File: config.mk
export PLATFORM = sky130hd
export DESIGN_NAME = json_string_unescape_utf8_core
export DESIGN_NICKNAME = d
export VERILOG_FILES = /design/src/hw/rtl/jsu_pkg.sv /design/src/hw/rtl/jsu_front.sv /design/src/hw/rtl/jsu_queue.sv /design/src/hw/rtl/jsu_back.sv /design/src/hw/rtl/json_string_unescape_utf8_core.sv
export VERILOG_INCLUDE_DIRS = /design/src /design/src/hw/rtl
export SDC_FILE = /design/constraint.sdc
export NUM_CORES = 1
export LEC_CHECK = 0
export ABC_AREA = 1
export BUFFER_PORTS_ARGS = -buffer_cell sky130_fd_sc_hd__buf_2
export CORE_MARGIN = 5
export CORE_UTILIZATION = 40
export DETAILED_ROUTE_END_ITERATION = 12
export PLACE_DENSITY = 0.51
export SLEW_MARGIN = 20
export SYNTH_ARGS = -nofsm -noshare
export SYNTH_HDL_FRONTEND = slang
export SYNTH_HIERARCHICAL = 1
export SYNTH_SLANG_ARGS = --single-unit
File: constraint.sdc
create_clock -name clock -period 10.72 [get_ports clock]
set_input_delay 2.68 -clock clock [delete_from_list [all_inputs] [get_ports clock]]
set_output_delay 2.68 -clock clock [all_outputs]
set_load 0.01 [all_outputs]
File: src/hw/rtl/json_string_unescape_utf8_core_macros.svh
// Assertion macros used by the checks in the top level of this block.
`ifndef JSON_STRING_UNESCAPE_UTF8_CORE_MACROS_SVH
`define JSON_STRING_UNESCAPE_UTF8_CORE_MACROS_SVH

// Same-cycle implication, disabled while reset is high.
`define JSU_ASSERT_IMPL(label, clk, rst, pre, post, msg) \
   label: assert property (@(posedge clk) disable iff (rst) (pre) |-> (post)) else $error(msg);

// Next-cycle implication, disabled while reset is high.
`define JSU_ASSERT_NEXT(label, clk, rst, pre, post, msg) \
   label: assert property (@(posedge clk) disable iff (rst) (pre) |=> (post)) else $error(msg);

`endif

File: src/hw/rtl/jsu_pkg.sv
package jsu_pkg;

   // Width and reset value of the capacity register.
   localparam int CAP_W       = 13;
   localparam int RESET_CAP   = 4096;
   localparam int DEFAULT_MAX_CAPACITY = 4096;

   // Number of runs the queue between front and back can hold.
   localparam int QUEUE_DEPTH = 4;

   // Status codes of the result that ends a string.
   localparam logic [2:0] ST_OK        = 3'd0;
   localparam logic [2:0] ST_BAD_ESC   = 3'd1;
   localparam logic [2:0] ST_BAD_HEX   = 3'd2;
   localparam logic [2:0] ST_BAD_SUR   = 3'd3;
   localparam logic [2:0] ST_CTRL      = 3'd4;
   localparam logic [2:0] ST_FULL      = 3'd5;
   localparam logic [2:0] ST_TRUNC     = 3'd6;

   typedef struct packed {
      logic [7:0] ch;
      logic       has_char;
      logic       last;
   } req_type;

   typedef struct packed {
      logic [7:0] out_byte;
      logic       is_byte;
      logic       finished;
      logic [2:0] status;
      logic       last_of_run;
   } rsp_type;

   // All results caused by one input item: up to four data bytes, then an
   // optional status result.
   typedef struct packed {
      logic [3:0][7:0] data;
      logic [2:0]      nbytes;
      logic            has_status;
      logic [2:0]      status;
   } run_type;

endpackage

File: src/hw/rtl/jsu_front.sv
module jsu_front import jsu_pkg::*; #(
   parameter int MAX_CAPACITY = DEFAULT_MAX_CAPACITY,
   localparam int EFF_MAX = (MAX_CAPACITY < 8191) ? MAX_CAPACITY : 8191,
   localparam int CNT_W = $clog2(EFF_MAX + 1)
) (
   input  logic              clock,
   input  logic              reset,
   input  logic              req_valid,
   output logic              req_stall,
   input  req_type           req_payload,
   input  logic [CNT_W-1:0]  eff_cap,
   input  logic              queue_full,
   output logic              run_push,
   output run_type           run_data
);

   typedef enum logic [5:0] {
      PH_PLAIN   = 6'b000001,
      PH_ESC     = 6'b000010,
      PH_HEX1    = 6'b000100,
      PH_NEED_BS = 6'b001000,
      PH_NEED_U  = 6'b010000,
      PH_HEX2    = 6'b100000
   } phase_type;

   localparam logic [7:0] CH_BACKSLASH = 8'h5C;
   localparam logic [7:0] CH_SLASH     = 8'h2F;
   localparam logic [7:0] CH_QUOTE     = 8'h22;
   localparam logic [7:0] CH_U         = 8'h75;
   localparam logic [7:0] CH_SPACE     = 8'h20;
   localparam logic [7:0] LEAD2        = 8'hC0;
   localparam logic [7:0] LEAD3        = 8'hE0;
   localparam logic [7:0] LEAD4        = 8'hF0;
   localparam logic [7:0] CONT         = 8'h80;
   localparam logic [15:0] HI_FIRST    = 16'hD800;
   localparam logic [15:0] HI_LAST     = 16'hDBFF;
   localparam logic [15:0] LO_FIRST    = 16'hDC00;
   localparam logic [15:0] LO_LAST     = 16'hDFFF;
   localparam logic [20:0] PLANE1      = 21'h10000;
   localparam logic [20:0] TWO_BYTE    = 21'h00080;
   localparam logic [20:0] THREE_BYTE  = 21'h00800;

   phase_type         phase_ff, phase_in;
   logic [1:0]        digit_ff, digit_in;
   logic [15:0]       first_ff, first_in;
   logic [15:0]       second_ff, second_in;
   logic [CNT_W-1:0]  written_ff, written_in;
   logic              rejected_ff, rejected_in;

   logic              accept;
   logic              nib_ok;
   logic [3:0]        nib;
   logic [15:0]       first_word;
   logic [15:0]       second_word;
   logic              emit_raw;
   logic              emit_cp;
   logic [20:0]       cp;
   logic [2:0]        err;
   logic [2:0]        nbytes;
   logic [3:0][7:0]   bytes;
   logic [CNT_W:0]    need;
   run_type           run;

   assign req_stall = queue_full;
   assign accept    = req_valid && !queue_full;

   always_comb begin
      nib_ok = 1'b1;
      nib    = req_payload.ch[3:0];
      case (req_payload.ch) inside
         [8'h30:8'h39]: nib = req_payload.ch[3:0];
         [8'h41:8'h46],
         [8'h61:8'h66]: nib = req_payload.ch[3:0] + 4'd9;
         default: begin
            nib_ok = 1'b0;
         end
      endcase
   end

   assign first_word  = {first_ff[11:0], nib};
   assign second_word = {second_ff[11:0], nib};

   always_comb begin
      phase_in    = phase_ff;
      digit_in    = digit_ff;
      first_in    = first_ff;
      second_in   = second_ff;
      written_in  = written_ff;
      rejected_in = rejected_ff;
      err         = ST_OK;
      emit_raw    = 1'b0;
      emit_cp     = 1'b0;
      cp          = '0;
      nbytes      = 3'd0;
      bytes       = '0;
      need        = '0;
      run         = '0;

      if (req_payload.has_char) begin
         case (phase_ff)
            PH_ESC: begin
               if (req_payload.ch == CH_U) begin
                  phase_in = PH_HEX1;
                  digit_in = 2'd0;
                  first_in = '0;
               end else if (req_payload.ch inside {CH_SLASH, CH_BACKSLASH, CH_QUOTE}) begin
                  phase_in = PH_PLAIN;
                  emit_raw = 1'b1;
               end else begin
                  err = ST_BAD_ESC;
               end
            end
            PH_HEX1: begin
               if (!nib_ok) begin
                  err = ST_BAD_HEX;
               end else begin
                  first_in = first_word;
                  if (digit_ff != 2'd3) begin
                     digit_in = digit_ff + 2'd1;
                  end else begin
                     digit_in = 2'd0;
                     if (first_word inside {[HI_FIRST:HI_LAST]}) begin
                        phase_in = PH_NEED_BS;
                     end else if (first_word inside {[LO_FIRST:LO_LAST]}) begin
                        err = ST_BAD_SUR;
                     end else begin
                        phase_in = PH_PLAIN;
                        emit_cp  = 1'b1;
                        cp       = {5'd0, first_word};
                     end
                  end
               end
            end
            PH_NEED_BS: begin
               if (req_payload.ch != CH_BACKSLASH) begin
                  err = ST_BAD_SUR;
               end else begin
                  phase_in = PH_NEED_U;
               end
            end
            PH_NEED_U: begin
               if (req_payload.ch != CH_U) begin
                  err = ST_BAD_SUR;
               end else begin
                  phase_in  = PH_HEX2;
                  digit_in  = 2'd0;
                  second_in = '0;
               end
            end
            PH_HEX2: begin
               if (!nib_ok) begin
                  err = ST_BAD_HEX;
               end else begin
                  second_in = second_word;
                  if (digit_ff != 2'd3) begin
                     digit_in = digit_ff + 2'd1;
                  end else begin
                     digit_in = 2'd0;
                     if (!(second_word inside {[LO_FIRST:LO_LAST]})) begin
                        err = ST_BAD_SUR;
                     end else begin
                        // The high unit is known to lie in D800..DBFF and the low one in
                        // DC00..DFFF, so the offsets are just their low ten bits.
                        phase_in = PH_PLAIN;
                        emit_cp  = 1'b1;
                        cp       = PLANE1 + {1'b0, first_ff[9:0], second_word[9:0]};
                     end
                  end
               end
            end
            default: begin
               // Plain text.
               phase_in = PH_PLAIN;
               if (req_payload.ch == CH_BACKSLASH) begin
                  phase_in = PH_ESC;
               end else if (req_payload.ch < CH_SPACE) begin
                  err = ST_CTRL;
               end else begin
                  emit_raw = 1'b1;
               end
            end
         endcase
      end

      // Encode the byte or code point.
      if (emit_raw) begin
         nbytes   = 3'd1;
         bytes[0] = req_payload.ch;
      end else if (emit_cp) begin
         if (cp == '0) begin
            err = ST_CTRL;
         end else if (cp < TWO_BYTE) begin
            nbytes   = 3'd1;
            bytes[0] = cp[7:0];
         end else if (cp < THREE_BYTE) begin
            nbytes   = 3'd2;
            bytes[0] = LEAD2 | {3'd0, cp[10:6]};
            bytes[1] = CONT | {2'd0, cp[5:0]};
         end else if (cp < PLANE1) begin
            nbytes   = 3'd3;
            bytes[0] = LEAD3 | {4'd0, cp[15:12]};
            bytes[1] = CONT | {2'd0, cp[11:6]};
            bytes[2] = CONT | {2'd0, cp[5:0]};
         end else begin
            nbytes   = 3'd4;
            bytes[0] = LEAD4 | {5'd0, cp[20:18]};
            bytes[1] = CONT | {2'd0, cp[17:12]};
            bytes[2] = CONT | {2'd0, cp[11:6]};
            bytes[3] = CONT | {2'd0, cp[5:0]};
         end
      end

      // All bytes of a code point go out, or none do.
      need = {1'b0, written_ff} + (CNT_W+1)'(nbytes);
      if (nbytes != 3'd0) begin
         if (need >= {1'b0, eff_cap}) begin
            err    = ST_FULL;
            nbytes = 3'd0;
         end else begin
            written_in = need[CNT_W-1:0];
         end
      end

      run.data   = bytes;
      run.nbytes = nbytes;

      if (err != ST_OK) begin
         run.has_status = 1'b1;
         run.status     = err;
      end else if (req_payload.last) begin
         run.has_status = 1'b1;
         if (phase_in != PH_PLAIN) begin
            run.status = ST_TRUNC;
         end else if (eff_cap == '0) begin
            run.status = ST_FULL;
         end else begin
            run.status = ST_OK;
         end
      end

      if (run.has_status) begin
         phase_in    = PH_PLAIN;
         digit_in    = 2'd0;
         first_in    = '0;
         second_in   = '0;
         written_in  = '0;
         rejected_in = (err != ST_OK) && !req_payload.last;
      end

      // After an error everything up to the last item is dropped.
      if (rejected_ff) begin
         run         = '0;
         phase_in    = phase_ff;
         digit_in    = digit_ff;
         first_in    = first_ff;
         second_in   = second_ff;
         written_in  = written_ff;
         rejected_in = !req_payload.last;
      end
   end

   assign run_push = accept && (run.nbytes != 3'd0 || run.has_status);
   assign run_data = run;

   always_ff @(posedge clock) begin
      if (reset) begin
         phase_ff    <= PH_PLAIN;
         digit_ff    <= 2'd0;
         first_ff    <= '0;
         second_ff   <= '0;
         written_ff  <= '0;
         rejected_ff <= 1'b0;
      end else if (accept) begin
         phase_ff    <= phase_in;
         digit_ff    <= digit_in;
         first_ff    <= first_in;
         second_ff   <= second_in;
         written_ff  <= written_in;
         rejected_ff <= rejected_in;
      end
   end

endmodule

File: src/hw/rtl/jsu_queue.sv
module jsu_queue import jsu_pkg::*; (
   input  logic    clock,
   input  logic    reset,
   input  logic    push,
   input  run_type push_data,
   output logic    full,
   input  logic    pop,
   output logic    head_valid,
   output run_type head
);

   localparam int PTR_W = (QUEUE_DEPTH > 1) ? $clog2(QUEUE_DEPTH) : 1;
   localparam int CNT_W = $clog2(QUEUE_DEPTH + 1);

   run_type           entry_ff [QUEUE_DEPTH];
   logic [PTR_W-1:0]  wr_ptr_ff, wr_ptr_in;
   logic [PTR_W-1:0]  rd_ptr_ff, rd_ptr_in;
   logic [CNT_W-1:0]  count_ff, count_in;

   assign full       = (count_ff == CNT_W'(QUEUE_DEPTH));
   assign head_valid = (count_ff != '0);
   assign head       = entry_ff[rd_ptr_ff];

   always_comb begin
      wr_ptr_in = wr_ptr_ff;
      rd_ptr_in = rd_ptr_ff;
      count_in  = count_ff;
      if (push) begin
         wr_ptr_in = (wr_ptr_ff == PTR_W'(QUEUE_DEPTH - 1)) ? '0 : wr_ptr_ff + 1'b1;
      end
      if (pop) begin
         rd_ptr_in = (rd_ptr_ff == PTR_W'(QUEUE_DEPTH - 1)) ? '0 : rd_ptr_ff + 1'b1;
      end
      if (push && !pop) begin
         count_in = count_ff + 1'b1;
      end else if (pop && !push) begin
         count_in = count_ff - 1'b1;
      end
   end

   always_ff @(posedge clock) begin
      if (reset) begin
         wr_ptr_ff <= '0;
         rd_ptr_ff <= '0;
         count_ff  <= '0;
      end else begin
         wr_ptr_ff <= wr_ptr_in;
         rd_ptr_ff <= rd_ptr_in;
         count_ff  <= count_in;
      end
   end

   always_ff @(posedge clock) begin
      if (push) begin
         entry_ff[wr_ptr_ff] <= push_data;
      end
   end

endmodule

File: src/hw/rtl/jsu_back.sv
module jsu_back import jsu_pkg::*; (
   input  logic    clock,
   input  logic    reset,
   input  logic    head_valid,
   input  run_type head,
   output logic    pop,
   output logic    rsp_valid,
   input  logic    rsp_stall,
   output rsp_type rsp_payload
);

   logic [2:0] idx_ff, idx_in;
   logic       rsp_valid_ff, rsp_valid_in;
   rsp_type    rsp_payload_ff, rsp_payload_in;
   logic       load;
   logic [2:0] total;
   logic       final_one;

   assign load      = !rsp_valid_ff || !rsp_stall;
   assign total     = head.nbytes + {2'd0, head.has_status};
   assign final_one = (idx_ff == total - 3'd1);
   assign pop       = load && head_valid && final_one;

   always_comb begin
      idx_in         = idx_ff;
      rsp_valid_in   = rsp_valid_ff;
      rsp_payload_in = rsp_payload_ff;
      if (load) begin
         rsp_valid_in = head_valid;
         if (head_valid) begin
            if (idx_ff < head.nbytes) begin
               rsp_payload_in.out_byte = head.data[idx_ff[1:0]];
               rsp_payload_in.is_byte  = 1'b1;
               rsp_payload_in.finished = 1'b0;
               rsp_payload_in.status   = ST_OK;
            end else begin
               rsp_payload_in.out_byte = 8'd0;
               rsp_payload_in.is_byte  = 1'b0;
               rsp_payload_in.finished = 1'b1;
               rsp_payload_in.status   = head.status;
            end
            rsp_payload_in.last_of_run = final_one;
            idx_in = final_one ? 3'd0 : idx_ff + 3'd1;
         end
      end
   end

   always_ff @(posedge clock) begin
      if (reset) begin
         idx_ff       <= 3'd0;
         rsp_valid_ff <= 1'b0;
      end else begin
         idx_ff       <= idx_in;
         rsp_valid_ff <= rsp_valid_in;
      end
   end

   always_ff @(posedge clock) begin
      rsp_payload_ff <= rsp_payload_in;
   end

   assign rsp_valid   = rsp_valid_ff;
   assign rsp_payload = rsp_payload_ff;

endmodule

File: src/hw/rtl/json_string_unescape_utf8_core.sv
// Channel   Direction  Handshake               Contents
// req_*     in         req_valid / req_stall   ch, has_char, last (one body byte)
// rsp_*     out        rsp_valid / rsp_stall   out_byte, is_byte, finished, status, last_of_run
// csr_*     in         csr_wr_en               capacity, 13 bits, no read-back
//
// Flow: an item that causes at most one result is taken every cycle while the
// run queue is not full; an item that causes several results holds the output
// register while the back end sends them, one per cycle when rsp_stall is low.
// The four-entry run queue absorbs such bursts; an item's results pass through it
// and then the registered output stage. Reset is synchronous; there is no clearing pass.
// req_stall rises only when the run queue is full; rsp_stall never blocks
// the front directly, only through the queue filling up.

`include "json_string_unescape_utf8_core_macros.svh"

module json_string_unescape_utf8_core import jsu_pkg::*; #(
   parameter int MAX_CAPACITY = DEFAULT_MAX_CAPACITY
) (
   input  logic             clock,
   input  logic             reset,
   input  logic             req_valid,
   output logic             req_stall,
   input  req_type          req_payload,
   output logic             rsp_valid,
   input  logic             rsp_stall,
   output rsp_type          rsp_payload,
   input  logic             csr_wr_en,
   input  logic [CAP_W-1:0] csr_wr_data
);

   // The byte counter never has to go past the smaller of the capacity field's
   // range and the configured maximum, so its width follows from that.
   localparam int EFF_MAX = (MAX_CAPACITY < 8191) ? MAX_CAPACITY : 8191;
   localparam int CNT_W   = $clog2(EFF_MAX + 1);
   localparam int RESET_EFF = (RESET_CAP > EFF_MAX) ? EFF_MAX : RESET_CAP;

   // The register holds the clamped capacity, so the front end compares against it
   // directly. The user must write it only while the block is idle; it is not enforced.
   logic [CNT_W-1:0] eff_cap_ff, eff_cap_in;

   logic    queue_full;
   logic    run_push;
   run_type run_data;
   logic    head_valid;
   run_type head;
   logic    pop;

   assign eff_cap_in = (int'(csr_wr_data) > EFF_MAX) ? CNT_W'(EFF_MAX)
                                                      : CNT_W'(csr_wr_data);

   always_ff @(posedge clock) begin
      if (reset) begin
         eff_cap_ff <= CNT_W'(RESET_EFF);
      end else if (csr_wr_en) begin
         eff_cap_ff <= eff_cap_in;
      end
   end

   // The front end decodes escapes and surrogate pairs, checks capacity, and
   // packs every result of one item into a single run.
   jsu_front #(
      .MAX_CAPACITY (MAX_CAPACITY)
   ) u_front (
      .clock       (clock),
      .reset       (reset),
      .req_valid   (req_valid),
      .req_stall   (req_stall),
      .req_payload (req_payload),
      .eff_cap     (eff_cap_ff),
      .queue_full  (queue_full),
      .run_push    (run_push),
      .run_data    (run_data)
   );

   // Runs wait here so that a slow consumer does not stall decoding at once.
   jsu_queue u_queue (
      .clock      (clock),
      .reset      (reset),
      .push       (run_push),
      .push_data  (run_data),
      .full       (queue_full),
      .pop        (pop),
      .head_valid (head_valid),
      .head       (head)
   );

   // The back end unpacks each run into results, one per cycle while rsp_stall is
   // low, into a registered output stage.
   jsu_back u_back (
      .clock       (clock),
      .reset       (reset),
      .head_valid  (head_valid),
      .head        (head),
      .pop         (pop),
      .rsp_valid   (rsp_valid),
      .rsp_stall   (rsp_stall),
      .rsp_payload (rsp_payload)
   );

   // A run is never written into a full queue.
   `JSU_ASSERT_IMPL(a_no_overflow, clock, reset, run_push, !queue_full, "run pushed into full queue")

   // Every status result ends the string and closes the run of its item.
   `JSU_ASSERT_IMPL(a_status_ends, clock, reset, rsp_valid && !rsp_payload.is_byte, rsp_payload.finished && rsp_payload.last_of_run, "status result not final")

   // Data bytes carry no status and never end a string.
   `JSU_ASSERT_IMPL(a_byte_clean, clock, reset, rsp_valid && rsp_payload.is_byte, !rsp_payload.finished && rsp_payload.status == ST_OK, "data byte with status")

endmodule

==> flow_summary.ini, run 1 <==
[global_route]
track_usage = 0.193
grt_max_degree = 80
grt_pass1_wl_mm = 56.6
antenna_found_initial = 0
grt_pass1_vias = 10100
grt.overflow.total = 0

[cells_and_area]
drive_above_1_share = 0.118
layout.area.seq_sq_um = 6550
multi_input_area_sq_um = 5550
layout_commonest_cell = nor2_1
layout.cells.most_common_list = 281 x nor2_1, 253 x nand2_1, 170 x edfxtp_1
finalNetCount = 1641
final_core_util = 0.450
antenna_cells = 0
fillerInstances = 3301
area_growth_pct = 10.9

[sta]
rsz0062_at_grt = false
fmax_ghz = 0.103
drv_slew = 0
fin_tns_setup_ns = 0
final_hold_viol_count = 0
skew_ns = 0.00810
layout_min_cycle_time_ns = 9.73
setup_viol = 0
slew_headroom = 0.320
period_share = 0.908
finalWorstSetupSlack_ns = 0.986
finalHoldWorstSlack_ns = 0.464
tightest_slew_ns = 1.02

[critical_path]
max_stage_delay_ns = 0.73
crit_type = in -> reg
worstPathRequired_ns = 11.02
critical_path.startpoint = req_payload[2]
path_buf_inv = 7
start_kind = input pin
critPathTopFamily = simple AND/OR/NAND/NOR gates
endpoint_kind = flip-flop
slowest_stage = clkinv_1
r2r_cells = 39
path_depth = 43
rrSetupSlack_ns = 2.44
r2r-start = u_front/phase_ff[0]
crit_path_frequent_cell = nand2_1
worst-path-max-fanout = 22
critical_path_arrival_ns = 10.03

[floorplanning]
dieWidth_um = 192
dieArea_sq_um = 36700
fp-row-count = 66
coreArea_sq_um = 32500
start_util = 0.406
die_h_um = 192
ios = 44

[clock_network]
cts_sinks = 242
cts-resized-gates = 0
cts_setup_buffers = 0
cts_buffers = 29
path_clk_slew_ns = 0.06
clock_path_buffers = 3
clk_latency_ns = 0.55
htreeDepth = 1
cts_tree = done
hold_buffers = 0
cts-root-buf = clkbuf_16

[power_and_ir_drop]
power.density_nw_per_um2 = 206
power_leakage_nw = 5.84
peakVddDrop_v = 0.000121

[placement]
place_hpwl_mm = 24.9
portBuffers = 43
dp_slack_ns = 0.425
gp_congestion = 0.925

[synth]
syn_inst = 1559
synth_seq_area_share = 0.496
async_flop_share = 0
netlist-cell-type-count = 56
yosys.area.top_type = edfxtp_1
ys_seq_elements = 242
synth_edf_count = 170
synth-main-ff-cell = edfxtp_1
yosysTopAreaCellShare = 0.387
netlist_area_sq_um = 13200
yosys_warnings = 6
syn-mean-instance-area_sq_um = 8.46
ys_top_cells_by_area = edfxtp_1 39%, dfxtp_1 11%, nor2_1 8.0%

[drt]
remaining_drc_errors = 0
routedWlPerCell_um = 17.4
drt-total-wl_mm = 35.6
final_antenna_net_count = 0
via_per_inst = 5.20
vias = 10600
drtPass1Iterations = 5
drt_iter0_markers = 835

[worst_hold_path]
holdCritStartpoint = u_front/digit_ff[1]
hold_path_class = reg -> reg
holdPathStages = 2

[run]
maxCapViolations = 0

[status]
status = completed
==> cells in the mapped netlist (all sizes together), types with 25 or more instances <==
cell,count
a21oi,68
buf,46
clkbuf,29
dfxtp,72
edfxtp,170
ha,34
inv,170
nand2,276
nand3,82
nand4,39
nor2,297
nor3,25
o21ai,142
o22ai,41
==> registers in the layout, indices dropped and copies added (netlist names), 6 cells and up, named ones only <==
| register | cells |
|---|---|
| u_front/first_ff | 12 |
| u_back/rsp_payload | 14 |
| u_front/phase_ff | 6 |
| eff_cap_ff | 13 |
| u_front/written_ff | 13 |
| u_front/second_ff | 12 |
| u_queue/entry_ff | 156 |
==> routing by layer <==
metal  part of all wire  global-route usage
met3              0.044              0.0234
met2               0.47               0.321
met4              0.031              0.0566
met1               0.46               0.267
met5                  0                   0
==> path summary, 6_finish.rpt <==
path / end
max: u_queue/entry_ff[0][37]
min reg2reg: u_front/digit_ff[1]
max reg2reg: u_queue/entry_ff[0][37]
min: u_front/digit_ff[1]
==> power breakdown <==
| group | leakage [nW] | total [W] | internal, W | switching (W) |
|---|---|---|---|---|
| Sequential | 2.15 | 0.00122 | 0.00116 | 0.0000631 |
| Combinational | 3.23 | 0.000809 | 0.000250 | 0.000560 |
| Clock | 0.465 | 0.000982 | 0.000592 | 0.000389 |
==> layout make-up <==
| cell class | instances | area share |
|---|---|---|
| timing repair buffer | 60 | 0.0251 |
| sequential | 242 | 0.448 |
| clock buffer | 34 | 0.0509 |
| multi-input combinational | 1071 | 0.379 |
| tap | 442 | 0.0378 |
| clock inverter | 18 | 0.0143 |
| inverter | 173 | 0.0451 |
==> logic make-up (layout without fill, tap and decap cells) <==
group,count (synthesis),count (layout),synth area share
other cells,1,3,0.000284
buf+inv,248,285,0.0847
xor+xnor,13,13,0.00863
compound gates,289,289,0.125
simple gates,730,730,0.250
fa+ha+maj,36,36,0.0353
flops,242,242,0.496
==> stage by stage <==
| stage | cell area (sq um) | total power (W) | cells |
|---|---|---|---|
| after detailed placement | 13700 | 0.00206 | 1988 |
| after CTS | 14600 | 0.00305 | 2040 |
| final | 14600 | 0.00301 | 2040 |
| after global placement | 13700 | 0.00205 | 1988 |
| after floorplan | 13200 | 0.00183 | 1561 |
| after global routing | 14600 | 0.00320 | 2040 |
==> worst min-delay path: cells and delay by family (launching register included) <==
family	cells	cell delay (ns)
AO/OA/AOI/OAI	1	0.05
flip-flops	1	0.31
AND/OR/NAND/NOR	1	0.06
Power figures use the tool's default switching activity.
==> run 2, diff against run 1 <==
Settings changed: CORE_MARGIN 5 to default, GPL_TIMING_DRIVEN from default to 0.
==> run 2 against run 1 <==
Count of clock-buffer cells in the layout shrank 1. Hold slack gained 0.0067 ns. Critical path type unchanged. Largest power group unchanged. Via count grew 1.5%. Clock power grew 0.4%. Sequential share of layout area shrank 1.2 points. Power grew 2.1%. Non-clock buffer count grew 60. Highest routed layer unchanged.
==> flow_summary.ini, run 2 (same netlist as run 1, synthesis figures left out) <==
[critical_path]
crit_type = in -> reg
slowest_stage = inv_2
endpoint_kind = flip-flop
critical_path.startpoint = req_payload[2]
crit_path_frequent_cell = nand2_1
max_stage_delay_ns = 0.52
r2r-start = u_front/second_ff[6]
start_kind = input pin
critical_path_arrival_ns = 9.92
worstPathRequired_ns = 10.98
worst-path-max-fanout = 24

[run]
maxCapViolations = 0

[sta]
fmax_ghz = 0.104
setup_viol = 0
tightest_slew_ns = 0.849
drv_slew = 0
period_share = 0.901
skew_ns = 0.0232
final_hold_viol_count = 0
rsz0062_at_grt = false
fin_tns_setup_ns = 0
layout_min_cycle_time_ns = 9.66
finalHoldWorstSlack_ns = 0.471
slew_headroom = 0.431

[floorplanning]
dieWidth_um = 184
dieArea_sq_um = 33700
start_util = 0.407
die_h_um = 184
ios = 44
fp-row-count = 66
coreArea_sq_um = 32500

[clock_network]
cts-resized-gates = 0
path_clk_slew_ns = 0.06
hold_buffers = 0
cts_tree = done
cts-root-buf = clkbuf_16
cts_setup_buffers = 0
cts_sinks = 242
cts_buffers = 28
htreeDepth = 1
clk_latency_ns = 0.56
clock_path_buffers = 3

[global_route]
grt.overflow.total = 0
grt_pass1_vias = 10300
grt_pass1_wl_mm = 57.0
track_usage = 0.218
antenna_found_initial = 0
grt_max_degree = 25

[drt]
via_per_inst = 5.13
vias = 10800
routedWlPerCell_um = 17.3
final_antenna_net_count = 0
drtPass1Iterations = 5
drt-total-wl_mm = 36.4
drt_iter0_markers = 812
remaining_drc_errors = 0

[placement]
placed_area_sq_um = 14000
place_hpwl_mm = 26.6
dp.cells = 2048
portBuffers = 41
gp_congestion = 0.898

[power_and_ir_drop]
power.density_nw_per_um2 = 205
power_leakage_nw = 6.03
peakVddDrop_v = 0.000130

[cells_and_area]
regMostFlops = u_queue/entry_ff
final_area_sq_um = 15000
antenna_cells = 0
largest_reg_flops = 156
layout_commonest_cell = nor2_1
area_growth_pct = 13.8
layout.cells.most_common_list = 282 x nor2_1, 253 x nand2_1, 170 x edfxtp_1
drive_above_1_share = 0.136
stdcell_count = 2100
finalNetCount = 1700

[status]
status = completed

[worst_hold_path]
hold_path_class = reg -> reg
holdCritStartpoint = u_front/digit_ff[1]
[run 2: final cells by class]
| type | instances | area [sq um] |
|---|---|---|
| clock inverters | 19 | 245 |
| repair buffers | 45 | 293 |
| multi-input cells | 1071 | 5540 |
| clock buffers | 33 | 719 |
| plain buffers | 75 | 458 |
| fillers | 3186 | 17400 |
| well taps | 442 | 553 |
| inverters | 173 | 659 |
| flip-flops and latches | 242 | 6550 |
[run 2: worst max-delay path: cells and delay by family]
kind                       cells  cell delay [ns]
adders and majority gates      3             0.84
AOI/OAI and AO/OA              3             0.60
buffers and inverters         11             2.09
xor gates and xnor gates       1             0.21
and+or+nand+nor               26             3.50
[run 2: path summary, 6_finish.rpt]
path | end | slack [ns] | cells past startpoint
max reg2reg | u_queue/entry_ff[2][22] | 3.09 | 40
max | u_queue/entry_ff[2][22] | 1.06 | 44
min reg2reg | u_front/digit_ff[1] | 0.47 | 2
min | u_front/digit_ff[1] | 0.47 | 2
[run 2: per-stage QoR]
step	util	setup WS, ns	power, W
6_report	0.463	1.06	0.00307
5_1_grt	0.463	0.337	0.00326
4_1_cts	0.463	1.08	0.00311
3_5_place_dp	0.433	0.499	0.00211
3_3_place_gp	0.430	-0.303	0.00210
2_1_floorplan	-	2.15	0.00183
[run 2: routing by layer]
metal,track usage,wire (um),up-vias
li1,-,-,5418
met2,0.368,17300,253
met4,0.0663,976,0
met3,0.0242,1540,61
met1,0.294,16500,5034
met5,0,0,-
[run 2: power breakdown]
part	internal [W]	switching, W	leakage, nW
Combinational	0.000292	0.000587	3.45
Clock	0.000583	0.000403	0.448
Sequential	0.00116	0.0000520	2.13
